===== config.mk =====
export PLATFORM = sky130hd
export DESIGN_NAME = ksa_cell
export DESIGN_NICKNAME = d
export VERILOG_FILES = /design/src/hdl/ksa_pkg.sv /design/src/hdl/ksa_cell.sv
export SDC_FILE = /design/constraint.sdc
export NUM_CORES = 1
export LEC_CHECK = 0
export BUFFER_PORTS_ARGS = -buffer_cell sky130_fd_sc_hd__clkbuf_2
export CAP_MARGIN = 20
export CORE_ASPECT_RATIO = 1.75
export CORE_UTILIZATION = 40
export CTS_CLUSTER_DIAMETER = 150
export DETAILED_ROUTE_END_ITERATION = 16
export PLACE_DENSITY_LB_ADDON = 0.3
export RECOVER_POWER = 25
export SLEW_MARGIN = 20
export SYNTH_ARGS = -nofsm -noshare
export SYNTH_HDL_FRONTEND = slang
export SYNTH_SLANG_ARGS = --single-unit
export TNS_END_PERCENT = 50

===== constraint.sdc =====
create_clock -name i_clk -period 2.77 [get_ports i_clk]
set_input_delay 0.277 -clock i_clk [delete_from_list [all_inputs] [get_ports i_clk]]
set_output_delay 0.277 -clock i_clk [all_outputs]
set_load 0.02 [all_outputs]

===== src/hdl/ksa_pkg.sv =====
`default_nettype none
package ksa_pkg;

    localparam int TABLE_DEPTH = 64;
    localparam int KEY_WIDTH   = 32;
    localparam int IN_KEY_W    = 32;
    localparam int SLOT_W      = 7;
    localparam int CNT_W       = $clog2(TABLE_DEPTH + 1);

    typedef logic [KEY_WIDTH-1:0] t_key;
    typedef logic [SLOT_W-1:0]    t_slot;
    typedef logic [CNT_W-1:0]     t_cnt;

    // per-cell control from the sequencer
    typedef struct packed {
        logic load;      // compare against incoming key
        logic commit;    // apply the insert shift
        logic in_range;  // cell index below the fill count
    } t_cell_ctl;

    // what a cell hands to its right neighbor
    typedef struct packed {
        logic  lt;
        t_key  key;
        t_slot slot;
    } t_cell_link;

endpackage
`default_nettype wire


===== src/hdl/ksa_cell.sv =====
`default_nettype none
module ksa_cell (
    input  wire                 i_clk,
    input  ksa_pkg::t_cell_ctl  i_ctl,
    input  ksa_pkg::t_key       i_key,
    input  ksa_pkg::t_key       i_new_key,
    input  ksa_pkg::t_slot      i_new_slot,
    input  ksa_pkg::t_cell_link i_prev,
    output ksa_pkg::t_cell_link o_link,
    output logic                o_hit,
    output ksa_pkg::t_slot      o_hit_slot
);

    ksa_pkg::t_key  r_key;
    ksa_pkg::t_slot r_slot;
    logic           r_lt;
    logic           r_hit;
    ksa_pkg::t_slot r_hit_slot;

    logic n_hit;

    assign n_hit = i_ctl.in_range && (r_key == i_key);

    always_ff @(posedge i_clk) begin
        if (i_ctl.load) begin
            r_lt       <= i_ctl.in_range && (r_key < i_key);
            r_hit      <= n_hit;
            r_hit_slot <= n_hit ? r_slot : '0;
        end
        // cells past the insert point move one place right; the first one takes the new key
        if (i_ctl.commit && !r_lt) begin
            if (i_prev.lt) begin
                r_key  <= i_new_key;
                r_slot <= i_new_slot;
            end else begin
                r_key  <= i_prev.key;
                r_slot <= i_prev.slot;
            end
        end
    end

    assign o_link.lt   = r_lt;
    assign o_link.key  = r_key;
    assign o_link.slot = r_slot;
    assign o_hit       = r_hit;
    assign o_hit_slot  = r_hit_slot;

endmodule
`default_nettype wire


==> run metrics <==
CTS root buf clkbuf_16; largest family of logic cells by synthesized area multiplexers; Setup Total Neg Slack 0 ps; r2r startpoint r_key[7]; crit end category flop; Detailed Route WL approximately 6300 microns; Hold Vio Cnt, Final 0; post-route design area between 3000 and 4000 sq um; die area between 7000 and 8000 sq um; Max Clk Rate 496 MHz; antenna violations before repair 0; DR pass1 iterations 4; EDFF count, synth 48; vias in the first global route around 2300; Slew HR just under 30%; # fillers ~630; pin count of the biggest net entering global routing 40; asr flop ratio synth 0%; CTS tree done; period utilization between 70% and 80%; simple logic cell fraction of the synthesized area under 10%; Reg clk slew, reported paths 70 ps; RSZ-0062 raised after global routing no; Post-CTS Hold Buffers 0; post-synth net total ~360; total core area 6860 sq um; Netlist cell types 27; grt total ovfl 0; Slew Limit Fails 0; drt initial violations 49; diode count 0; data required time of the worst path 2880 ps; min-delay worst type in2reg; I/O Pins around 160; Cell Pwr Density roughly 490 nW/um^2; Post-CTS Resized 0; nets@finish between 500 and 600; Sink Count between 40 and 50; worst-margin pin slew around 1100 ps; crit path launch r_key[7]; compound-cell area share of the yosys netlist under 10%; Seq/Total Area, Yosys between 50% and 60%; initial core utilization about two fifths; Area Growth Syn to Fin 37.9%; # setup viols final 0; Pleak slightly below 2 nW; Chip Height about 110 microns; Arrival @ worst endpoint around 2100 ps; Synth Warn # 0; layout cells sized above 1 a little over half; Avg WL per Cell 13.6 microns; clock insertion delay at the later pin of the skew report 290 ps; maximum VDD drop 0.000448 V; # DRC 0; Synth Flop Type edfxtp_1; CP startpoint kind flop; post-route clock skew just under 8 ps; Mapped Area around 2800 sq um; IO buf count roughly 160; Post-DP HPWL around 5300 microns; Clock Path Buffers 2; max cap viols 0; CTS Buf Count 5; pre-CTS WS slightly above 700 ps; routed via count between 2000 and 2500; die width between 60 and 70 microns; post-synthesis cell count 215; Final min period slightly above 2000 ps; total track usage 18.1%; Setup WS post-layout about 750 ps; Synth Area in XOR/XNOR 0%; Worst Hold Launch i_new_key[29]; drt via density ~4.8; global placement routability congestion between 0.7 and 0.8; status finished clean; #FFs+latches synth 48; Mean Syn Cell Area between 10 and 15 sq um; total power draw 1.91 mW; remaining antenna violation count 0; Area after DPL roughly 3700 sq um; post-synthesis mux area share roughly 16%; Site Rows 40; first-pass GRT wire length approximately 9800 microns; Post-CTS Setup Repair Bufs 0; H-tree lvl count 2; peak fanout along the critical path 2; Final Util between 50 and 60%; adder-cell share of the synthesized area between 10% and 20%; Setup Crit Path Kind reg2reg
[cells in the final DEF, fill, tap and decap left out, drive strengths merged]
master / instances
clkbuf: 167
edfxtp: 48
mux2: 39
inv: 34
ha: 32
a21oi: 11
nand2: 8
and2: 8
nand4: 5
o21ai: 4
and4: 3
nand3: 3
nor2b: 3
a21o: 2
a221o: 2
buf: 2
nor2: 2
clkinv: 2
nor4: 1
nor3: 1
a211o: 1
a221oi: 1
o2111ai: 1
a31oi: 1
bufinv: 1
[worst paths after layout]
check                                     end  depth (start not counted)  slack [ps]
worst max-delay path                     r_lt                          6         750
worst min-delay path                r_key[29]                          2         290
worst max register to register           r_lt                          6         750
worst min register to register  o_hit_slot[4]                          1         550
[synthesized netlist by cell type (2+ instances only)]
cell type	n	area, sq um
a21o_1	2	15.0
a21oi_1	11	55.1
a221o_1	2	20.0
and2_1	7	43.8
and4_1	3	26.3
buf_2	2	10.0
clkbuf_1	2	7.51
edfxtp_1	48	1440
ha_1	32	400
inv_1	34	128
mux2_2	39	439
nand2_1	8	30.0
nand3_1	3	15.0
nand4_2	4	50.1
nor2b_1	3	18.8
o21ai_0	4	20.0
[state kept, by name (all words and copies together) (netlist names)]
signal      count
o_hit           1
o_hit_slot      7
r_key          32
r_lt            1
r_slot          7
[layout make-up]
class | instances | area (sq um) | share of cell area, %
inverter | 34 | 128 | 3.29
clock buffer | 5 | 125 | 3.22
clock inverter | 3 | 42.5 | 1.10
timing repair buffer | 164 | 812 | 20.9
multi-input combinational | 128 | 1230 | 31.6
sequential | 48 | 1440 | 37.1
tap | 84 | 105 | 2.71
[where the power goes]
group | switching (mW) | internal [mW] | total [mW]
combinational | 0.190 | 0.174 | 0.364
clock | 0.252 | 0.424 | 0.676
sequential | 0.0209 | 0.854 | 0.875
total | 0.463 | 1.45 | 1.91
[metrics by stage]
step / cells / hold WS (ps)
2_1_floorplan: 215 / 389
3_3_place_gp: 458 / 542
3_5_place_dp: 458 / 541
4_1_cts: 466 / 278
5_1_grt: 466 / 281
6_report: 466 / 286
[routing by layer]
layer	up-vias	routed length [microns]	track usage, %
met4	0	162	8.26
li1	1117	-	-
met5	-	0	0
met2	91	3740	35.9
met3	13	338	3.73
met1	1026	2100	16.5
[critical path: stages, from the launching register on]
cell      delay, ps
edfxtp_1        400
ha_1            310
nand2_1         170
o21ai_0         180
a221o_1         340
a211o_1         230
a31oi_1         210
[kinds of logic after synthesis]
| kind of cell | after synthesis |
|---|---|
| compound gates | 23 |
| fa+ha+maj | 32 |
| buf+inv | 39 |
| flops | 48 |
| mux | 39 |
| simple gates | 34 |
No activity file was read; power rests on OpenSTA's default activity.
